$ cat src/rtl/tdcs_ram.sv
// Generic single-write, single-read RAM with registered read
`timescale 1ns / 1ps
`default_nettype none
module tdcs_ram #(
    parameter int WIDTH = 8,
    parameter int DEPTH = 64
) (
    input  wire                      i_clk,
    input  wire                      i_we,
    input  wire [$clog2(DEPTH)-1:0]  i_waddr,
    input  wire [WIDTH-1:0]          i_wdata,
    input  wire                      i_re,
    input  wire [$clog2(DEPTH)-1:0]  i_raddr,
    output logic [WIDTH-1:0]         o_rdata
);
    logic [WIDTH-1:0] r_mem [DEPTH];

    always_ff @(posedge i_clk) begin
        if (i_we) begin
            r_mem[i_waddr] <= i_wdata;
        end
        if (i_re) begin
            o_rdata <= r_mem[i_raddr];
        end
    end
endmodule
`default_nettype wire

$ cat config.mk
export PLATFORM = sky130hd
export DESIGN_NAME = tdcs_ram
export DESIGN_NICKNAME = d
export VERILOG_FILES = /design/src/rtl/tdcs_ram.sv
export SDC_FILE = /design/constraint.sdc
export NUM_CORES = 1
export LEC_CHECK = 0
export ABC_AREA = 0
export BUFFER_PORTS_ARGS = -buffer_cell sky130_fd_sc_hd__buf_4
export CAP_MARGIN = 20
export CORE_ASPECT_RATIO = 0.8
export CORE_UTILIZATION = 40
export CTS_CLUSTER_SIZE = 16
export DETAILED_ROUTE_END_ITERATION = 7
export PLACE_DENSITY_LB_ADDON = 0.08
export SLEW_MARGIN = 20
export SYNTH_ARGS = -nofsm -noshare
export SYNTH_HDL_FRONTEND = slang
export SYNTH_SLANG_ARGS = --single-unit
export TNS_END_PERCENT = 20
$ cat constraint.sdc
create_clock -name i_clk -period 3.05 [get_ports i_clk]
set_clock_uncertainty 0.05 [all_clocks]
set_input_delay 0.1525 -clock i_clk [delete_from_list [all_inputs] [get_ports i_clk]]
set_output_delay 0.1525 -clock i_clk [all_outputs]
set_load 0.03 [all_outputs]
==> reports/qor.yml <==
syn_nets: 963
rsz0062_at_grt: "no"
cts_hold_buffers: 3
drive_above_1_share: 0.309
slew_headroom: 0.420
fp.dieH_um: 203
syn_area_per_cell_um2: 21.5
post_drt_wl_per_cell_um: 28.3
routed_wl_mm: 50.7
antenna_found_initial: 0
power_density_nw_per_um2: 645
clock-sinks: 520
grt_pass1_wl_mm: 73.3
numCtsBuffers: 52
finalCritPeriodShare: 0.735
ys_seq_elements: 520
synthArstFlopShare: 0
worst-slew-pin-transition_ps: 867
syn_inst: 940
final_cell_mix: "520 x edfxtp_1, 126 x mux4_2, 122 x buf_4, 83 x nor2_1, 53 x clkbuf_16"
port_buffers: 30
crit_path_max_fanout: 1
finalSetupViolCount: 0
start_util: 0.406
postCtsResizedCells: 0
synthFlopType: "edfxtp_1"
grt_util_met2: 0.291
yosysWarnings: 0
syn-cell-area_um2: 20200
nNetsFinal: 1098
hold-worst-slack_ps: 49.0
viasPerCell: 5.47
peakVddDrop_mv: 0.416
nFillCells: 4250
critical_path_buf_inv_count: 0
dp_hpwl_mm: 31.3
busiest_layer: "met1"
grt_util_all_layers: 0.204
drc: 0
grt_max_degree: 65
arrival_ps: 2520
cts-htree-levels: 2
crit_family: "multiplexers"
ant_nets: 0
critPathLaunchType: "flip-flop"
max_freq_mhz: 446
num_vias: 9796
critPathCaptureType: "flip-flop"
final.setup.tns_ps: 0
path_cells: "mux4_2, mux2_2, o221a_2, nor3_1, o32ai_1"
dieArea_um2: 51500
min_period_ps: 2240
hold_viol_final: 0
gp_congestion: 0.785
grt_pass1_vias: 9908
status: "complete, no violations"
clk_latency_ps: 590
grt_use_met3: 0.0320
coreArea_um2: 49900
grtUsageMet1: 0.322
synthDistinctLibCells: 39
drt_iter0_markers: 896
first_pass_iters: 5
slowest_delay_ps: 480
cts_root_buf: "clkbuf_16"
cts_buffer_depth: 3
ys_seq_area_frac: 0.771
cts.reportedPaths.clkPinSlew_ps: 60
synth_edf_count: 520
cp_slowest_cell: "mux4_2"
hold_path_class: "input pin to flip-flop"
worstSetupPathType: "flip-flop to flip-flop"
slew_viol_final: 0
globalRouteOverflowTotal: 0
worstPathRequired_ps: 3320
num_rows: 73
mostFrequentLayoutCell: "edfxtp_1"
io_pins: 31
syn2layout_area_growth_pct: 16.3
die_width_um: 254
cts_tree: "done"
postCtsSetupBuffers: 0
leakage_nw: 7.50
cap_violations: 0
layer usage:
layer / wire length [µm] / vias to the layer above
met5: 0 / -
met4: 1100 / 0
met3: 2770 / 69
met2: 22000 / 289
met1: 24800 / 5222
li1: - / 4216
synth_stat cells (3+ instances only):
cell type	n	area [µm²]
buf_1	4	15.0
mux4_2	126	2840
mux2_2	13	146
a22oi_1	3	22.5
o221ai_1	8	70.1
mux2i_1	23	230
buf_4	13	97.6
clkbuf_1	17	63.8
a211oi_1	4	30.0
buf_6	4	45.0
o2111ai_1	3	26.3
nand2b_1	7	43.8
nand3_1	13	65.1
o2bb2ai_1	3	26.3
nor2_1	83	312
a221oi_1	6	52.6
o22ai_1	8	50.1
nor2b_1	14	87.6
edfxtp_1	520	15600
a21oi_1	3	15.0
nand3b_1	3	22.5
buf_2	11	55.1
nand2_1	19	71.3
nor3_1	7	35.0
registers in the layout, summed over array words and instances, names as in the netlist:
register  count
o_rdata       8
r_mem       512
worst register-to-register path, cell delays in order (launching register included):
cell      delay (ps)
edfxtp_1         370
mux4_2           480
mux2_2           300
o221a_2          280
nor3_1           360
o32ai_1          150
path summary, 6_finish.rpt:
check	start	endpoint	slack [ps]	cells after the start
max reg2reg	r_mem[24][4]	o_rdata[4]	810	5
max	r_mem[24][4]	o_rdata[4]	810	5
min	i_raddr[5]	o_rdata[0]	50	3
min reg2reg	r_mem[34][7]	o_rdata[7]	930	4
layout make-up:
cell class	instances	area, µm²	area share
clock inverter	34	343	0.0146
sequential	520	15600	0.663
antenna	1	2.50	0.000106
multi-input combinational	369	4320	0.183
tap	675	845	0.0359
timing repair buffer	132	1080	0.0459
clock buffer	60	1350	0.0574
where the power goes:
part	switching (mW)	internal [mW]	leakage, nW
clock	2.68	3.76	0.831
combinational	0.501	0.310	1.98
sequential	0.0228	7.93	4.69
cells by family after synthesis:
logic type / after synthesis / synth area share
flip-flops: 520 / 0.771
multiplexers: 162 / 0.159
AND/OR/NAND/NOR: 153 / 0.0337
AO/OA/AOI/OAI: 54 / 0.0206
buffers and inverters: 51 / 0.0156
metrics by stage:
stage                     power [mW]  setup slack [ps]  cell area [µm²]  cells   util
after floorplan                 8.53              1040            20200    940      -
after global placement          8.92               509            21800   1693  0.438
after detailed placement        8.93               450            21800   1693  0.438
after CTS                       15.4               742            23600   1790  0.472
after global routing            15.7               690            23600   1790  0.472
final                           15.2               808            23600   1791  0.472
Note: power is estimated with default switching activity, not from simulation.
