### src/rtl/tdcs_pkg.sv
// Package: shared constants, codes and types of the distinct-value grouping core
`timescale 1ns / 1ps
`default_nettype none
package tdcs_pkg;
    localparam int VAL_W           = 32;
    localparam int CNT_W           = 7;
    localparam int TOL_W           = 31;
    localparam int OFS_W           = 16;
    localparam int NODE_W          = 17;
    localparam int CFG_IDX_W       = 1;
    localparam int CFG_DATA_W      = 32;
    localparam int DEF_MAX_OBJECTS = 64;

    localparam logic [CFG_IDX_W-1:0] REG_TOLERANCE    = 1'b0;
    localparam logic [CFG_IDX_W-1:0] REG_INDEX_OFFSET = 1'b1;

    // operation broadcast to every cell
    typedef enum logic [2:0] {
        CELL_NOP,
        CELL_INTAKE,
        CELL_LOAD_R,
        CELL_RANK,
        CELL_LOAD_S,
        CELL_SORT,
        CELL_SHIFT_OUT,
        CELL_CLEAR
    } t_cell_op;

    typedef struct packed {
        t_cell_op                 op;
        logic signed [VAL_W-1:0]  sample;
        logic        [TOL_W-1:0]  tol;
    } t_cell_cmd;

    typedef enum logic [2:0] {
        S_IDLE,
        S_LOAD_R,
        S_RANK,
        S_LOAD_S,
        S_SORT,
        S_RD_G,
        S_RD_R,
        S_OUT
    } t_state;
endpackage
`default_nettype wire

### src/rtl/tdcs_cell.sv
// One cell: holds a distinct value, its count, its rank and ring/sort stages
`timescale 1ns / 1ps
`default_nettype none
module tdcs_cell
    import tdcs_pkg::*;
#(
    parameter int IW     = 6,
    parameter int MY_IDX = 0
) (
    input  wire                     i_clk,
    input  wire                     i_rst_n,
    input  t_cell_cmd               i_cmd,
    input  wire                     i_hit,
    input  wire                     i_new,
    input  wire signed [VAL_W-1:0]  i_pass_val,
    input  wire [CNT_W-1:0]         i_pass_cnt,
    input  wire [IW-1:0]            i_pass_rank,
    input  wire [IW-1:0]            i_pass_idx,
    input  wire                     i_pass_ok,
    input  wire signed [VAL_W-1:0]  i_sort_val,
    input  wire [CNT_W-1:0]         i_sort_cnt,
    output logic                    o_match,
    output logic signed [VAL_W-1:0] o_pass_val,
    output logic [CNT_W-1:0]        o_pass_cnt,
    output logic [IW-1:0]           o_pass_rank,
    output logic [IW-1:0]           o_pass_idx,
    output logic                    o_pass_ok,
    output logic signed [VAL_W-1:0] o_sort_val,
    output logic [CNT_W-1:0]        o_sort_cnt
);
    localparam logic [IW-1:0] MY = IW'(MY_IDX);

    logic                    r_valid;
    logic signed [VAL_W-1:0] r_val;
    logic [CNT_W-1:0]        r_cnt;
    logic [IW-1:0]           r_rank;
    logic signed [VAL_W:0]   w_diff;
    logic [VAL_W:0]          w_abs;
    logic                    w_before;

    // tolerance match against the broadcast sample, exact 33-bit difference
    always_comb begin
        w_diff  = {r_val[VAL_W-1], r_val} - {i_cmd.sample[VAL_W-1], i_cmd.sample};
        w_abs   = w_diff[VAL_W] ? (~w_diff + 1'b1) : w_diff;
        o_match = r_valid && (w_abs < {2'b00, i_cmd.tol});
    end

    // passing value sorts ahead of ours: smaller, or equal and older
    assign w_before = i_pass_ok &&
        ((i_pass_val < r_val) || ((i_pass_val == r_val) && (i_pass_idx < MY)));

    // valid flag
    always_ff @(posedge i_clk) begin
        if (!i_rst_n) begin
            r_valid <= 1'b0;
        end else if (i_cmd.op == CELL_CLEAR) begin
            r_valid <= 1'b0;
        end else if (i_cmd.op == CELL_INTAKE && i_new) begin
            r_valid <= 1'b1;
        end
    end

    // value, count, rank, ring stage and sorted stage
    always_ff @(posedge i_clk) begin
        case (i_cmd.op)
            CELL_INTAKE: begin
                if (i_new) begin
                    r_val <= i_cmd.sample;
                    r_cnt <= CNT_W'(1);
                end else if (i_hit) begin
                    r_cnt <= r_cnt + 1'b1;
                end
            end
            CELL_LOAD_R, CELL_LOAD_S: begin
                o_pass_val  <= r_val;
                o_pass_cnt  <= r_cnt;
                o_pass_rank <= r_rank;
                o_pass_idx  <= MY;
                o_pass_ok   <= r_valid;
                if (i_cmd.op == CELL_LOAD_R) begin
                    r_rank <= '0;
                end
            end
            CELL_RANK: begin
                if (w_before) begin
                    r_rank <= r_rank + 1'b1;
                end
                o_pass_val  <= i_pass_val;
                o_pass_cnt  <= i_pass_cnt;
                o_pass_rank <= i_pass_rank;
                o_pass_idx  <= i_pass_idx;
                o_pass_ok   <= i_pass_ok;
            end
            CELL_SORT: begin
                if (o_pass_ok && o_pass_rank == MY) begin
                    o_sort_val <= o_pass_val;
                    o_sort_cnt <= o_pass_cnt;
                end
                o_pass_val  <= i_pass_val;
                o_pass_cnt  <= i_pass_cnt;
                o_pass_rank <= i_pass_rank;
                o_pass_idx  <= i_pass_idx;
                o_pass_ok   <= i_pass_ok;
            end
            CELL_SHIFT_OUT: begin
                o_sort_val <= i_sort_val;
                o_sort_cnt <= i_sort_cnt;
            end
            default: begin
            end
        endcase
    end
endmodule
`default_nettype wire

### config.mk
export PLATFORM = sky130hd
export DESIGN_NAME = tdcs_cell
export DESIGN_NICKNAME = d
export VERILOG_FILES = /design/src/rtl/tdcs_pkg.sv /design/src/rtl/tdcs_cell.sv
export SDC_FILE = /design/constraint.sdc
export NUM_CORES = 1
export LEC_CHECK = 0
export ABC_AREA = 1
export BUFFER_PORTS_ARGS = -buffer_cell sky130_fd_sc_hd__buf_2
export CAP_MARGIN = 20
export CORE_MARGIN = 5
export CORE_UTILIZATION = 35
export DETAILED_ROUTE_END_ITERATION = 8
export GPL_TIMING_DRIVEN = 0
export PLACE_DENSITY = 0.56
export SLEW_MARGIN = 20
export SYNTH_ARGS = -nofsm -noshare
export SYNTH_HDL_FRONTEND = slang
export SYNTH_SLANG_ARGS = --single-unit
export TNS_END_PERCENT = 5
### constraint.sdc
create_clock -name i_clk -period 4.83 [get_ports i_clk]
set_input_delay 0 -clock i_clk [delete_from_list [all_inputs] [get_ports i_clk]]
set_output_delay 0 -clock i_clk [all_outputs]
set_load 0.02 [all_outputs]
==> flow_summary.toml <==
[logic_synthesis]
synth_commonest_cells = "370 x nand2_1, 247 x inv_1, 136 x edfxtp_1"
synth_cell_types = 49
synthXorXnorAreaFrac = 0.02167
synth_top_area_share = 0.3886
netlist_instances = 1335
yosys_register_bits = 137
yosysSeqAreaShare = 0.3905
async_flop_share = 0
synth_adder_area_share = 0.1162
synth_area_sq_um = 10510
synth_edf_count = 136
synthFlopType = "edfxtp_1"
synth_most_common_cell = "nand2_1"
synthSimpleGateAreaFrac = 0.2510
synth_compound_area_frac = 0.08120
ys_warn_count = 0
synthMuxAreaShare = 0.04179
synth.largest_area_cell = "edfxtp_1"
synth_area_per_cell_sq_um = 7.872
syn_nets = 1593
synth_top_family_by_area = "simple AND/OR/NAND/NOR gates"
synth_top_cells_by_area = "edfxtp_1 39%, nand2_1 13%, ha_1 11%, inv_1 8.8%, mux2_2 4.2%"

[power]
ir_worst_vdd_mv = 0.1627
power.total_w = 0.003823
power_density_nw_per_um2 = 265.0
power_leakage_nw = 7.081

[grt]
grt_pass1_wl_mm = 49.96
grt_max_degree = 19
antenna_found_initial = 2
grt_pass1_vias = 9999
grtUsageTotal = 0.1843
overflow = 0

[clock_tree]
cts_root_buf = "clkbuf_16"
cts_tree = "done"
numCtsBuffers = 17
cts_num_sinks = 137
path_clk_slew_ns = 0.06
clk_latency_ns = 0.42
clockBufferDepth = 2
h-tree-depth = 4

[timing]
fin_tns_setup_ns = 0
finalSetupViolations = 0
slew_headroom = 0.5173
finalHoldViolCount = 0
clock.fmax_mhz = 223.6
clock-skew-final_ns = 0.01193
post-route-period-util = 0.9258
tightest_slew_ns = 0.7209
finalCriticalPeriod_ns = 4.472
setup_ws_ns = 0.3583
slew_viol_final = 0

[place]
place_area_sq_um = 12390
dp_hpwl_mm = 26.09
place_congestion = 0.8640
place_ws_ns = 0.4234
port_buffers = 252

[cells_and_area]
final_util = 0.4868
syn_to_final_growth_pct = 37.30
fillers = 2950
fin_area_sq_um = 14430
multiInputGateArea_sq_um = 5539
seqCellArea_sq_um = 4104
num-nets-final = 2005
drive_above_1_share = 0.2295

[detailed_routing]
routed_wl_mm = 31.59
vias = 10010
drtAntennaViolNets = 0
remaining_drc_errors = 0
drt_first_pass_iters = 5
first_iter_violations = 429
vias_per_cell = 4.649
routedWlPerCell_um = 14.67

[floorplanning]
ios = 253
die_height_um = 183.3
rows = 63
core_sq_um = 29640
start_util = 0.3546
die_w_um = 183.3
die-area_sq_um = 33590

[setup_path]
cp.arrival_ns = 4.47
cp.required_ns = 4.83
end_kind = "output port"
crit_path_top_delay_cell = "fa_2"
start_kind = "flip-flop"
critPathMaxStageDelay_ns = 0.57
crit_fanout = 4
crit_type = "flip-flop to output port"
crit_top_cell = "nand2_1"

[min_path]
hold_path_class = "input pin to flip-flop"

[run_status]
status = "finished, final reports clean"

[job]
cap_violations = 0
stage by stage:
stage | hold slack (ns) | cells
after floorplan | 0.09887 | 1335
after global placement | 0.1931 | 1977
after detailed placement | 0.1931 | 1987
after CTS | 0.01609 | 2144
after global routing | 0.008702 | 2152
final | 0.01225 | 2153
state kept, by name, summed over array words and instances (netlist names):
signal       cells
r_val           32
r_rank           6
o_pass_ok        1
o_sort_cnt       7
o_pass_val      32
o_pass_rank      6
o_pass_idx       6
r_valid          1
o_sort_val      32
o_pass_cnt       7
r_cnt            7
layer usage:
metal | part of all wire | routed length, um | track usage | vias up
met5 | 0 | 0 | 0 | -
met4 | 0.014 | 436 | 0.05036 | 0
met3 | 0.049 | 1548 | 0.02241 | 29
met2 | 0.49 | 15590 | 0.3329 | 259
met1 | 0.44 | 14020 | 0.2327 | 4516
li1 | - | - | - | 5205
logic make-up (layout without fill, tap and decap cells):
group / Yosys count / count (layout)
AOI/OAI and AO/OA: 155 / 155
DFF: 137 / 137
xor gates and xnor gates: 26 / 26
muxes: 39 / 39
and+or+nand+nor: 613 / 613
adders and majority gates: 97 / 97
other: 0 / 3
buffers and inverters: 268 / 693
final cells by class:
class                      count  area share
antenna                        3   0.0005203
clock buffer                  17     0.02948
buffer                        16    0.005810
inverter                     252     0.06573
multi-input combinational    930      0.3839
tap                          390     0.03382
sequential                   137      0.2844
clock inverter                15     0.01153
timing repair buffer         393      0.1848
critical path: cells and delay by family, from the launching register on:
family          cells  cell delay, ns
xor+xnor            1            0.18
flops               1            0.32
buf+inv             5            0.38
fa+ha+maj           4            1.21
simple gates       14            1.42
compound gates      4            0.54
report_power, final:
group	total (W)	switching (W)	internal [W]
logic	0.00108	0.000637	0.000447
registers	0.00142	0.0000319	0.00139
clock network	0.00132	0.000543	0.000773
total	0.00382	0.00121	0.00261
placed cells by master, fill, tap and decap left out, types with 5 or more instances in the layout:
master,count
nand2_1,367
buf_2,252
inv_1,246
edfxtp_1,136
dlygate4sd3_1,125
ha_1,92
nor2_1,84
o21ai_0,64
nand3_1,58
a21oi_1,58
mux2_2,39
nand4_1,22
xor2_1,21
nor3_1,19
nand2_2,19
clkbuf_16,17
buf_4,13
nand3b_1,12
nand3_2,8
clkbuf_1,8
buf_6,6
nor2_4,5
o21bai_1,5
inv_6,5
path summary, 6_finish.rpt:
path                                 start                  endpoint  slack, ns  cells past startpoint
hold / removal              i_pass_val[17]  o_pass_val[17]$_DFFE_PP_       0.01                      3
setup / recovery        r_val[0]$_DFFE_PP_                   o_match       0.36                     28
hold reg to reg   o_pass_val[24]$_DFFE_PP_  o_sort_val[24]$_DFFE_PP_       0.57                      1
setup reg to reg        r_val[1]$_DFFE_PP_   r_rank[5]$_SDFFCE_PN0P_       2.35                     15
timing repair:
item / 4_1_cts / 5_1_grt
setup endpoints to repair: 1 / 1
gates cloned: 0 / 0
pin swaps: 0 / 4
hold endpoints to repair: 126 / 0
setup buffers: 0 / 6
gates resized for setup: 1 / 34
hold buffers: 125 / 0
Power figures use the tool's default switching activity.
